==> src/pli_pkg.sv <==
package pli_pkg;

  localparam int VALUE_BITS         = 32;
  localparam int MAX_POINTS_DEFAULT = 16;
  localparam int INDEX_BITS         = 4;
  localparam int COUNT_BITS         = 5;
  localparam int STATUS_BITS        = 3;
  localparam int COUNT_MIN          = 2;

  localparam logic [COUNT_BITS-1:0] COUNT_RESET = 5'd2;

  localparam logic OP_WRITE = 1'b0;
  localparam logic OP_QUERY = 1'b1;

  localparam logic [STATUS_BITS-1:0] STAT_INTERP = 3'd0;
  localparam logic [STATUS_BITS-1:0] STAT_BELOW  = 3'd1;
  localparam logic [STATUS_BITS-1:0] STAT_ABOVE  = 3'd2;
  localparam logic [STATUS_BITS-1:0] STAT_ZERO   = 3'd3;
  localparam logic [STATUS_BITS-1:0] STAT_SAT    = 3'd4;

  typedef enum logic [1:0] {
    RD_MID  = 2'd0,
    RD_EDGE = 2'd1,
    RD_HI   = 2'd2
  } rd_sel_t;

  typedef struct packed {
    logic    start;
    logic    write;
    rd_sel_t rd_sel;
    logic    search_step;
    logic    cap_lo;
    logic    diff;
    logic    mul;
    logic    div_init;
    logic    div_step;
    logic    load_out;
  } pli_cmd_t;

  typedef struct packed {
    logic search_done;
    logic clamp;
    logic zero;
    logic div_last;
    logic out_free;
  } pli_stat_t;

endpackage

==> src/pli_ctrl.sv <==
module pli_ctrl (
  input  logic               clk,
  input  logic               rst_n,
  input  logic               in_valid,
  input  logic               in_op,
  output logic               in_ready,
  output pli_pkg::pli_cmd_t  cmd,
  input  pli_pkg::pli_stat_t stat
);

  typedef enum logic [8:0] {
    IDLE     = 9'b000000001,
    S_RD     = 9'b000000010,
    S_CMP    = 9'b000000100,
    E_CAP    = 9'b000001000,
    DIFF     = 9'b000010000,
    MUL      = 9'b000100000,
    DIV_INIT = 9'b001000000,
    DIV      = 9'b010000000,
    FIN      = 9'b100000000
  } state_t;

  state_t state_r, state_nxt;

  always_ff @(posedge clk) begin
    if (!rst_n) begin
      state_r <= IDLE;
    end else begin
      state_r <= state_nxt;
    end
  end

  always_comb begin
    cmd       = '0;
    in_ready  = 1'b0;
    state_nxt = state_r;
    case (state_r)
      IDLE: begin
        in_ready = 1'b1;
        if (in_valid) begin
          if (in_op == pli_pkg::OP_QUERY) begin
            cmd.start = 1'b1;
            state_nxt = S_RD;
          end else begin
            cmd.write = 1'b1;
          end
        end
      end
      S_RD: begin
        if (stat.search_done) begin
          cmd.rd_sel = pli_pkg::RD_EDGE;
          state_nxt  = E_CAP;
        end else begin
          cmd.rd_sel = pli_pkg::RD_MID;
          state_nxt  = S_CMP;
        end
      end
      S_CMP: begin
        cmd.search_step = 1'b1;
        state_nxt       = S_RD;
      end
      E_CAP: begin
        cmd.cap_lo = 1'b1;
        cmd.rd_sel = pli_pkg::RD_HI;
        state_nxt  = stat.clamp ? FIN : DIFF;
      end
      DIFF: begin
        cmd.diff  = 1'b1;
        state_nxt = MUL;
      end
      MUL: begin
        cmd.mul   = 1'b1;
        state_nxt = stat.zero ? FIN : DIV_INIT;
      end
      DIV_INIT: begin
        cmd.div_init = 1'b1;
        state_nxt    = DIV;
      end
      DIV: begin
        cmd.div_step = 1'b1;
        if (stat.div_last) begin
          state_nxt = FIN;
        end
      end
      FIN: begin
        if (stat.out_free) begin
          cmd.load_out = 1'b1;
          state_nxt    = IDLE;
        end
      end
      default: begin
        state_nxt = IDLE;
      end
    endcase
  end

endmodule

==> config.mk <==
export PLATFORM = sky130hd
export DESIGN_NAME = pli_ctrl
export DESIGN_NICKNAME = d
export VERILOG_FILES = /design/src/pli_pkg.sv /design/src/pli_ctrl.sv
export SDC_FILE = /design/constraint.sdc
export NUM_CORES = 1
export LEC_CHECK = 0
export BUFFER_PORTS_ARGS = -buffer_cell sky130_fd_sc_hd__buf_4
export CAP_MARGIN = 20
export CORE_UTILIZATION = 43
export CTS_BUF_LIST = sky130_fd_sc_hd__clkbuf_16
export DETAILED_ROUTE_END_ITERATION = 16
export PLACE_DENSITY = 0.73
export SYNTH_ARGS = -nofsm -noshare
export SYNTH_HDL_FRONTEND = slang
export SYNTH_SLANG_ARGS = --single-unit
==> constraint.sdc <==
create_clock -name clk -period 2.1 [get_ports clk]
set_input_delay 0.42 -clock clk [delete_from_list [all_inputs] [get_ports clk]]
set_output_delay 0.42 -clock clk [all_outputs]
set_load 0.02 [all_outputs]
# [Word-level counts from Yosys, hierarchy flattened]
# Cells that the tools add are included.
[totals] elab_cells=38 output_inout_bits=12 reg_bits=9
[op_classes] reduce_logical=1 eq_ne=13 mux=23
[op_table] cell="$pmux 9 s9" count=1
[op_table] cell="$mux 9" count=6
[op_table] cell="$mux 1" count=12
[op_table] cell="$eq 9x1->1 const B" count=1
[op_table] cell="$eq 9x2->1 const B" count=1
[op_table] cell="$eq 9x3->1 const B" count=1
[op_table] cell="$eq 9x4->1 const B" count=1
[op_table] cell="$eq 9x5->1 const B" count=1
[op_table] cell="$eq 9x6->1 const B" count=1
[op_table] cell="$eq 9x7->1 const B" count=1
[op_table] cell="$eq 9x8->1 const B" count=1
[op_table] cell="$eq 9x9->1 const B" count=1
[op_table] cell="$ne 2x2->1 const B" count=4
[op_table] cell="$mux 2" count=2
[op_table] cell="$mux 4" count=1
[op_table] cell="$pmux 2 s2" count=1
[op_table] cell="$reduce_and 4->1" count=1

# [Longest topological paths before layout]
# Gate-level depths: netlist of the first run.
[depth] ltp_word=3 depth_mapped=6 mapped_depth_nobuf=5

# [Least setup slack after synthesis of the first run]
# No wires, ideal clock.
[synth_timing] kind="register to output" from="reg state_r[4]" to="out cmd[9] in the netlist's numbering" setup_slack_ns=-0.359 required_ns=1.680 path_stages_with_launch=6 t_arrival_ns=2.039 path_buffers=0 cell_sequence="dfxtp_1 > or4_4 > or3_4 > nor4b_4 > nand2_1 > nor2_1"
[synth_lines] item="start: declaration" line="pli_ctrl.sv:23" rtl="state_t state_r, state_nxt;"
[synth_lines] item="start signal: assignment" line="pli_ctrl.sv:29" rtl="state_r <= state_nxt;"
[synth_lines] item="end: declaration" line="pli_ctrl.sv:7" rtl="output pli_pkg::pli_cmd_t cmd,"

==> impl_results.md, run 1 <==
* Maximum number of pins on one net before global-route repair at 10
* R2R Path End: state_r[1]$_SDFFE_PN0P_
* Asr flop ratio synth at 0%
* Critical path's largest stage delay at 520 ps
* Diodes inserted at 0
* Skew-Pair Late Insertion Delay at 240 ps
* R2R setup slack at -330 ps
* Normalized max-slew margin at 73.0%
* Routed wire per std cell at 14.2 µm
* DRC Markers at 0
* Dpl cells at 117
* Total Power at 1.03 mW
* TritonCTS clock tree: built
* Maximum vdd drop at 935 µV
* Synth Flop Type: dfxtp_1
* Total gr overflow at 0
* Internal at 0.678 mW
* Post-Syn Nets at 85
* GRT Util Overall at 25.4%
* HPWL Detailed at 1240 µm
* Number of flip-flops under the largest register name at 9
* Total of max-cap violations at 0
* Failing checks: negative setup slack
* Post-Syn Area at 626 µm²
* Core box area at 1330 µm²
* Proportion of layout cells with a drive suffix above 1 at 49.1%
* Leak pwr at 0.441 nW
* Seq/Total Area, Yosys at 28.8%
* Reg2reg start: state_r[4]$_SDFFE_PN0P_
* Die Span Y at 40.1 µm
* Post-synth cell types at 32
* Status: finished with violations
* Final Hold Viols at 0
* Setup crit end kind: primary output
* Vias per cell at 5.55
* Synth Instances at 76
* RD Place Congestion at 0.821
* Fin crit period at 2490 ps
* Clock power share at 32.8%
* Initial Util at 46.9%
* Unrepaired setup endpoints after global routing: true
* Largest regs: state_r: 9 flops
* WP data arrival at 2070 ps
* DR iter-0 viols at 24
* Crit-path cells: or4_4 > or3_4 > nor4b_4 > nand2_1 > nor2_2 > buf_6
* Total wire length at 1770 µm
* I/O Buffers at 20
* Switching share of power at 33.9%
* Final Setup Violations at 15
* First-pass GRT wire length at 2600 µm
* Routed vias at 694
* Largest reg by FF count: state_r
* P_sw at 0.349 mW
* Post-Syn Area per Cell at 8.23 µm²
* Nets at 120
* Hold Crit Class: input port to flop
* CP Class: flop to primary output
* Root Driver: clkbuf_16
* Sink Count at 9
* Flop pwr share at 20.1%
* CTS H-Tree Depth at 1
* Pwr/cell area at 1010 nW/µm²
* Clk_skew at 0.704 ps
* Hold Crit Start: stat[3]
* Worst-Margin Slew at 404 ps
* CP Launch Type: flop
* Die area at 1610 µm²
* Final cell count without fillers at 125
* I/O Pins at 21
* CP Launch Point: state_r[4]$_SDFFE_PN0P_
* Vias in the first global route at 615
* CTS Buf Count at 3
* Post-CTS Hold Buffers at 0
* Final setup margin at -387 ps
* Layout Cell Area excl Fill at 1010 µm²
* Die Wd at 40.1 µm
* Pre-antenna DRT Iters at 4
* Row count at 13
* FMAX at 0.402 GHz
* Worst Path Max Fanout at 3
* Worst setup endpoint: cmd[9]
* Worst R2R Path Depth at 9
* Area Growth Syn to Fin at 61.8%
* Placed Area at 860 µm²
* Final Cycle Share at 118%
* Fin util at 75.9%
* Warnings, synthesis at 0
* Initial antenna violation count at 0
* Synthesis-stage register bit count at 9
* Logic pwr share at 47.1%
* CP max-delay cell: or4_4
* CTS clk-pin slew, worst paths at 40 ps
* CTS max path bufs at 2
* EDFF count, synth at 0
* Worst EP required at 1680 ps
* Antenna Violating Nets Remaining at 0
* Slew Viols, Final at 0
## through the flow
step	hold slack, ps	setup WS, ps	setup TNS [ps]
finish	348	-387	-3940
global route	346	-478	-5150
CTS	344	-366	-2900
detailed placement	588	-111	-407
global placement	585	-88.1	-253
floorplan	488	-288	-689
## cell usage after synthesis (all sizes together), types with 3 or more instances
| master | n | area share (%) |
|---|---|---|
| and3 | 4 | 4.0 |
| nor3b | 3 | 3.6 |
| dfxtp | 9 | 29 |
| a21oi | 4 | 3.2 |
| nand2 | 5 | 3.0 |
| nor2 | 11 | 6.6 |
| nor3 | 6 | 5.6 |
| nor4b | 5 | 10 |
| inv | 3 | 1.8 |
| clkbuf | 4 | 2.4 |
## worst max-delay path: cells and delay by family, from the launching register on
kind	cells	cell delay, ps
flops	1	310
buf+inv	1	120
simple gates	5	1400
## worst min path at each step
| stage | to | slack, ps | cells after the start |
|---|---|---|---|
| finish | state_r[4]$_SDFFE_PN0P_ | 350 | 2 |
| global route | state_r[4]$_SDFFE_PN0P_ | 350 | 2 |
| CTS | state_r[4]$_SDFFE_PN0P_ | 340 | 2 |
| detailed placement | state_r[4]$_SDFFE_PN0P_ | 590 | 2 |
| global placement | state_r[4]$_SDFFE_PN0P_ | 580 | 2 |
| floorplan | state_r[4]$_SDFFE_PN0P_ | 490 | 1 |
## metal layers
metal	vias up	global-route usage (%)	part of all wire, %
met5	-	0	0
met4	0	7.76	1.4
met3	4	8.33	5.3
met2	29	45.6	48
met1	313	27.8	45
li1	348	-	-
## layout by cell type, fill, tap and decap left out, types with 3 or more instances in the layout
| cell type | n |
|---|---|
| a21oi_1 | 3 |
| and3_1 | 3 |
| buf_4 | 29 |
| buf_6 | 5 |
| clkbuf_16 | 3 |
| dfxtp_1 | 8 |
| inv_1 | 3 |
| nand2_1 | 5 |
| nor2_1 | 10 |
| nor3_1 | 4 |
| nor4b_1 | 3 |
## logic make-up (layout without fill, tap and decap cells)
family | after synthesis | in the layout | share of synthesized area, %
flip-flops | 9 | 9 | 28.8
multiplexers | 1 | 1 | 1.80
AND/OR/NAND/NOR | 46 | 46 | 47.6
XOR/XNOR | 2 | 2 | 2.80
AO/OA/AOI/OAI | 11 | 11 | 14.8
buffers and inverters | 7 | 41 | 4.20
## area by class of cell
class                      count  area [µm²]
sequential                     9         181
timing repair buffer          34         274
inverter                       3        11.3
multi-input combinational     60         448
tap                           15        18.8
fill                         102         322
clock buffer                   3        75.1
clock inverter                 1        3.75
## power groups by stage
| stage | clock network (mW) | registers, mW | logic [mW] |
|---|---|---|---|
| final | 0.337 | 0.207 | 0.483 |
| after global routing | 0.350 | 0.210 | 0.525 |
| after CTS | 0.339 | 0.207 | 0.473 |
| after detailed placement | 0 | 0.209 | 0.450 |
| after global placement | 0 | 0.209 | 0.440 |
| after floorplan | 0 | 0.217 | 0.293 |
## repair_timing
item | in CTS | in global routing
resized for setup | 6 | 4
pin swaps | 4 | 3
endpoints found under the setup margin | 8 | 15
setup buffers | 3 | 1
(Power assumes the default switching activity.)
==> run 2: changes to the inputs <==
- clock period: 2.1 -> 2 ns (I/O delays scaled with it)
==> run 2 against run 1 <==
The flow still finishes with violations (negative setup slack). Critical path depth did not move. Flip-flop and latch count did not move. Wire length rose by 6.1%. Register-to-register slack got worse by 80 ps. Sequential power rose by 9%. Sequential share of layout area fell by 1.3 points. Largest power group unchanged.
==> impl_results.md, run 2 (synthesized netlist as in run 1, its figures left out) <==
* Status: finished with violations (unchanged)
* Failing checks: negative setup slack (unchanged)
* RD Place Congestion at 0.821 (about the same)
* I/O Buffers at 20 (unchanged)
* Vias in the first global route at 609 (was 615)
* Total Neg Setup Slack at -5680 ps (was -3940 ps)
* Leak pwr at 0.467 nW (was 0.441 nW)
* Reg2reg start: state_r[4]$_SDFFE_PN0P_ (unchanged)
* Diodes inserted at 0 (unchanged)
* Worst R2R Path Depth at 9 (unchanged)
* Final Cycle Share at 123%
* CP max-delay cell: or4_4 (unchanged)
* Most frequent cells in the layout: 27 x buf_4, 10 x buf_6, 9 x nor2_1, 8 x dfxtp_1, 5 x nand2_1 (was 29 x buf_4, 10 x nor2_1, 8 x dfxtp_1, 5 x nand2_1, 5 x buf_6)
* Total wire length at 1880 µm (was 1770 µm)
* Normalized max-slew margin at 65.5% (was 73.0%)
* Dpl ws at -191 ps (was -111 ps)
* Sink Count at 9 (unchanged)
* Proportion of layout cells with a drive suffix above 1 at 54.0% (was 49.1%)
* I/O Pins at 21 (unchanged)
* Number of flip-flops under the largest register name at 9 (unchanged)
* Fin util at 81.6% (was 75.9%)
* Maximum number of pins on one net before global-route repair at 10 (unchanged)
* Nets at 123 (was 120)
* Largest regs: state_r: 9 flops (unchanged)
* Pwr/cell area at 1030 nW/µm² (was 1010 nW/µm²)
* Worst hold margin at 327 ps (was 348 ps)
* TritonCTS clock tree: built (unchanged)
* CTS clk-pin slew, worst paths at 40 ps (about the same)
* Clk_skew at 1.99 ps (was 0.704 ps)
* DRC Markers at 0 (unchanged)
* Worst-Margin Slew at 516 ps (was 404 ps)
* Routed wire per std cell at 14.7 µm (was 14.2 µm)
* Die area at 1610 µm² (unchanged)
* Initial Util at 46.9% (unchanged)
* CP Launch Point: state_r[4]$_SDFFE_PN0P_ (unchanged)
* CTS Buf Count at 3 (unchanged)
* GRT Util Overall at 26.6% (was 25.4%)
* R2R Path End: state_r[2]$_SDFFE_PN0P_ (was state_r[1]$_SDFFE_PN0P_)
* Most common cell after layout, fill and taps aside: buf_4 (unchanged)
* Total of max-cap violations at 0 (unchanged)
* Placed Area at 860 µm² (unchanged)
* Unrepaired setup endpoints after global routing: true (unchanged)
* Post-CTS Hold Buffers at 0 (unchanged)
* First-pass GRT wire length at 2710 µm (was 2600 µm)
* Total gr overflow at 0 (unchanged)
* R2R setup slack at -410 ps (was -330 ps)
* Layout Cell Area excl Fill at 1090 µm² (was 1010 µm²)
* WP data arrival at 2070 ps (about the same)
* Root Driver: clkbuf_16 (unchanged)
* Final Setup Violations at 15 (unchanged)
* Initial antenna violation count at 0 (unchanged)
* Critical path's largest stage delay at 530 ps (was 520 ps)
* Area Growth Syn to Fin at 74.0% (was 61.8%)
* HPWL Detailed at 1240 µm (unchanged)
* Final cell count without fillers at 128 (was 125)
* Total Power at 1.12 mW (was 1.03 mW)
* Pre-antenna DRT Iters at 4 (unchanged)
* Worst Path Max Fanout at 3 (unchanged)
* Core box area at 1330 µm² (unchanged)
* Setup crit end kind: primary output (unchanged)
* Fin crit period at 2470 ps
* Worst EP required at 1600 ps (was 1680 ps)
* Vias per cell at 5.66 (was 5.55)
* Row count at 13 (unchanged)
* Maximum vdd drop at 892 µV (was 935 µV)
* Die Wd at 40.1 µm (unchanged)
* CP Launch Type: flop (unchanged)
* Slew Viols, Final at 0 (unchanged)
* Dpl cells at 117 (unchanged)
* Antenna Violating Nets Remaining at 0 (unchanged)
* CP Class: flop to primary output (unchanged)
* Skew-Pair Late Insertion Delay at 240 ps (about the same)
* Largest reg by FF count: state_r (unchanged)
* Crit-path cells: or4_4 > or3_4 > nor4b_4 > nand2_1 > nor2_2 > buf_6 (unchanged)
* DR iter-0 viols at 24 (unchanged)
* Worst setup endpoint: cmd[9] (unchanged)
* CTS max path bufs at 2 (unchanged)
* CTS H-Tree Depth at 1 (unchanged)
* Routed vias at 725 (was 694)
* FILL cells at 86 (was 102)
* Die Span Y at 40.1 µm (unchanged)
* FMAX at 0.405 GHz
* Final Hold Viols at 0 (unchanged)
* Hold Crit Class: input port to flop (unchanged)
* Final setup margin at -468 ps (was -387 ps)
run 2: worst min-delay path by stage:
stage                        from                       to  cells after the start
final                     stat[3]  state_r[4]$_SDFFE_PN0P_                      2
after global routing      stat[3]  state_r[4]$_SDFFE_PN0P_                      2
after CTS                 stat[3]  state_r[4]$_SDFFE_PN0P_                      2
after detailed placement  stat[3]  state_r[4]$_SDFFE_PN0P_                      2
after global placement    stat[3]  state_r[4]$_SDFFE_PN0P_                      2
after floorplan           stat[3]  state_r[4]$_SDFFE_PN0P_                      1
run 2: power breakdown:
| part | switching (mW) | total [mW] | internal, mW | leakage, nW |
|---|---|---|---|---|
| Sequential | 0.0231 | 0.225 | 0.201 | 0.0735 |
| Clock | 0.0914 | 0.353 | 0.262 | 0.0423 |
| Combinational | 0.268 | 0.539 | 0.271 | 0.351 |
| Total | 0.382 | 1.12 | 0.734 | 0.467 |
run 2: final cells by class:
type                    count  area, µm²  share of cell area, %
repair buffers             37        315                   29.0
multi-input cells          60        483                   44.4
clock buffers               3       75.1                   6.90
clock inverters             1       3.75                  0.345
well taps                  15       18.8                   1.72
inverters                   3       11.3                   1.03
flip-flops and latches      9        181                   16.7
run 2: critical path: cells and delay by family (launching register included):
kind | cells | cell delay (ps)
simple gates | 5 | 1410
buf+inv | 1 | 120
flops | 1 | 310
run 2: metal layers:
layer  share of wire [%]  vias up  track usage, %
li1                    -      356               -
met4                 1.8        0            7.76
met2                  49       30            47.2
met3                 5.2        4            8.33
met1                  44      335            30.1
met5                   0        -               0
run 2: timing repair:
| action | CTS | global route |
|---|---|---|
| setup endpoints to repair | 14 | 17 |
| hold endpoints to repair | 0 | 0 |
| gates cloned | 0 | 0 |
| buffers inserted | 5 | 2 |
| pin swaps | 5 | 4 |
| gates resized for setup | 13 | 9 |
==> run 3: changes to the inputs <==
--- a/config.mk
+++ b/config.mk
@@ -6,5 +6,5 @@
 export NUM_CORES = 1
 export LEC_CHECK = 0
-export BUFFER_PORTS_ARGS = -buffer_cell sky130_fd_sc_hd__buf_4
+export BUFFER_PORTS_ARGS = -buffer_cell sky130_fd_sc_hd__buf_2
 export CAP_MARGIN = 20
 export CORE_UTILIZATION = 43
==> constraint.sdc (replaced) <==
create_clock -name clk -period 2 [get_ports clk]
set_input_delay 0.4 -clock clk [delete_from_list [all_inputs] [get_ports clk]]
set_output_delay 0.4 -clock clk [all_outputs]
set_load 0.005 [all_outputs]
==> run 3 against run 2 <==
Final area down 14%. Maximum frequency up 3.0%. Largest power group unchanged. Setup slack better by 72 ps. Non-clock buffer count down 5. Largest cell class unchanged. Via count down 2.2%. Clock power about the same. Sequential share of layout area up 2.7 points. Flip-flop and latch count unchanged. Clock skew up 0.70 ps. Cell count down 3.9%. First-iteration DRC count down 17%. Highest routed layer unchanged. Combinational power down 30%. The run still ends with negative setup slack left. Critical path type unchanged.
==> impl_results.md, run 3 (synthesized netlist as in run 1, its figures left out) <==
* FILL cells at 119 (was 86)
* Proportion of layout cells with a drive suffix above 1 at 45.4% (was 54.0%)
* Flop pwr share at 27.1% (was 20.1%)
* CTS H-Tree Depth at 1 (unchanged)
* HPWL Detailed at 1150 µm (was 1240 µm)
* Largest reg by FF count: state_r (unchanged)
* CP Launch Type: flop (unchanged)
* TritonCTS clock tree: built (unchanged)
* Failing checks: negative setup slack (unchanged)
* RD Place Congestion at 0.804 (was 0.821)
* FMAX at 0.417 GHz (was 0.405 GHz)
* Maximum number of pins on one net before global-route repair at 11 (was 10)
* Routed vias at 709 (was 725)
* Setup crit end kind: primary output (unchanged)
* Internal at 0.671 mW (was 0.734 mW)
* Nets at 118 (was 123)
* WP data arrival at 2000 ps (was 2070 ps)
* M1 GR Usage at 29.0% (was 30.1%)
* Unrepaired setup endpoints after global routing: true (unchanged)
* P_sw at 0.329 mW (was 0.382 mW)
* CTS clk-pin slew, worst paths at 40 ps (about the same)
* Final Setup Violations at 15 (unchanged)
* Hold Path Depth at 2 (unchanged)
* CTS max path bufs at 2 (unchanged)
* Number of flip-flops under the largest register name at 9 (unchanged)
* GRT Util Overall at 24.2% (was 26.6%)
* Status: finished with violations (unchanged)
* Core box area at 1330 µm² (unchanged)
* Busiest grt layer: met2 (unchanged)
* Normalized max-slew margin at 70.6% (was 65.5%)
* Initial Util at 46.9% (unchanged)
* CP max-delay cell: or4_4 (unchanged)
* Crit-path cells: or4_4 > or3_4 > nor4b_4 > and3_1 > buf_2 (was or4_4 > or3_4 > nor4b_4 > nand2_1 > nor2_2 > buf_6)
* Critical path's largest stage delay at 530 ps (about the same)
* Antenna Violating Nets Remaining at 0 (unchanged)
* Worst EP required at 1600 ps (about the same)
* GR met3 Demand/Resource at 6.67% (was 8.33%)
* Row count at 13 (unchanged)
* Final Hold Viols at 0 (unchanged)
* Die area at 1610 µm² (unchanged)
* Vias per cell at 5.76 (was 5.66)
* Area Growth Syn to Fin at 50.0% (was 74.0%)
* Final Cycle Share at 120% (was 123%)
* Die Span Y at 40.1 µm (unchanged)
* DR iter-0 viols at 20 (was 24)
* Leak pwr at 0.431 nW (was 0.467 nW)
* CTS Buf Count at 3 (unchanged)
* Worst Path Max Fanout at 3 (unchanged)
* Root Driver: clkbuf_16 (unchanged)
* Maximum vdd drop at 615 µV (was 892 µV)
* Global Route met2 Usage at 38.7% (was 47.2%)
* I/O Pins at 21 (unchanged)
* Pwr/cell area at 1070 nW/µm² (was 1030 nW/µm²)
* Clock power share at 35.3% (was 31.6%)
* Vias in the first global route at 567 (was 609)
* Total wire length at 1670 µm (was 1880 µm)
* Clk_skew at 2.70 ps (was 1.99 ps)
* Routed wire per std cell at 13.6 µm (was 14.7 µm)
* Largest regs: state_r: 9 flops (unchanged)
* Slew Viols, Final at 0 (unchanged)
* Fin crit period at 2400 ps (was 2470 ps)
* Final setup margin at -396 ps (was -468 ps)
* Initial antenna violation count at 0 (unchanged)
* Total of max-cap violations at 0 (unchanged)
* Total gr overflow at 0 (unchanged)
* Worst-Margin Slew at 440 ps (was 516 ps)
* DRC Markers at 0 (unchanged)
* First-pass GRT wire length at 2450 µm (was 2710 µm)
* Total Power at 1.00 mW (was 1.12 mW)
* I/O Buffers at 20 (unchanged)
* Pre-antenna DRT Iters at 4 (unchanged)
* Skew-Pair Late Insertion Delay at 240 ps (about the same)
* Sink Count at 9 (unchanged)
* Total Neg Setup Slack at -3010 ps (was -5680 ps)
* Switching share of power at 32.9% (was 34.2%)
* Diodes inserted at 0 (unchanged)
* Hold Crit Class: input port to flop (unchanged)
* Worst R2R Path Depth at 7 (was 9)
* Most common cell after layout, fill and taps aside: buf_2 (was buf_4)
* CP Class: flop to primary output (unchanged)
* Logic pwr share at 37.5% (was 48.3%)
* Post-CTS Hold Buffers at 0 (unchanged)
* Die Wd at 40.1 µm (unchanged)
* Most frequent cells in the layout: 20 x buf_2, 11 x nor2_1, 10 x buf_4, 8 x dfxtp_1, 5 x nand2_1 (was 27 x buf_4, 10 x buf_6, 9 x nor2_1, 8 x dfxtp_1, 5 x nand2_1)
## run 3: cell count changes in the layout (fill, tap and decap cells not counted), sizes merged
cell  previous run  this run
buf             37        32
## run 3: power groups by stage
stage / clock (mW) / combinational [mW] / sequential (mW)
final: 0.353 / 0.375 / 0.271
after global routing: 0.363 / 0.414 / 0.277
after CTS: 0.354 / 0.357 / 0.262
after detailed placement: 0 / 0.331 / 0.265
after global placement: 0 / 0.328 / 0.265
after floorplan: 0 / 0.272 / 0.227
## run 3: final cells by class
cell class              count  area [µm²]  area share, %
clock buffers               3        75.1           8.00
clock inverters             1        3.75          0.400
inverters                   3        11.3           1.20
multi-input cells          60         450           48.0
flip-flops and latches      9         181           19.3
well taps                  15        18.8           2.00
repair buffers             32         198           21.1
## run 3: repair_timing
item                                    4_1_cts  5_1_grt
endpoints found under the setup margin       14       19
setup buffers                                 1        2
gates resized for setup                       0        8
pin swaps                                     2        3
## run 3: critical path, delay by kind of cell, from the launching register on
family	cells	cell delay, ps
simple gates	4	1350
flops	1	310
buf+inv	1	100
## run 3: worst paths after layout
path                           startpoint                 endpoint  slack [ps]
hold / removal                    stat[2]  state_r[6]$_SDFFE_PN0P_         340
setup / recovery  state_r[4]$_SDFFE_PN0P_                  cmd[10]        -400
hold reg to reg   state_r[5]$_SDFFE_PN0P_  state_r[6]$_SDFFE_PN0P_         680
setup reg to reg  state_r[4]$_SDFFE_PN0P_  state_r[1]$_SDFFE_PN0P_        -130
## run 3: through the flow
stage	instances	hold WS, ps	util, %	setup WS, ps	instance area (µm²)
after floorplan	76	468	-	-108	627
after global placement	116	572	59.8	-124	798
after detailed placement	116	585	59.8	-145	798
after CTS	121	340	66.3	-405	885
after global routing	123	349	70.4	-518	938
final	123	337	70.4	-396	938
## run 3: routing by layer
metal	wire (µm)	vias to the layer above
met1	763	335
met5	0	-
met4	27	0
met3	80	4
met2	796	25
li1	-	345
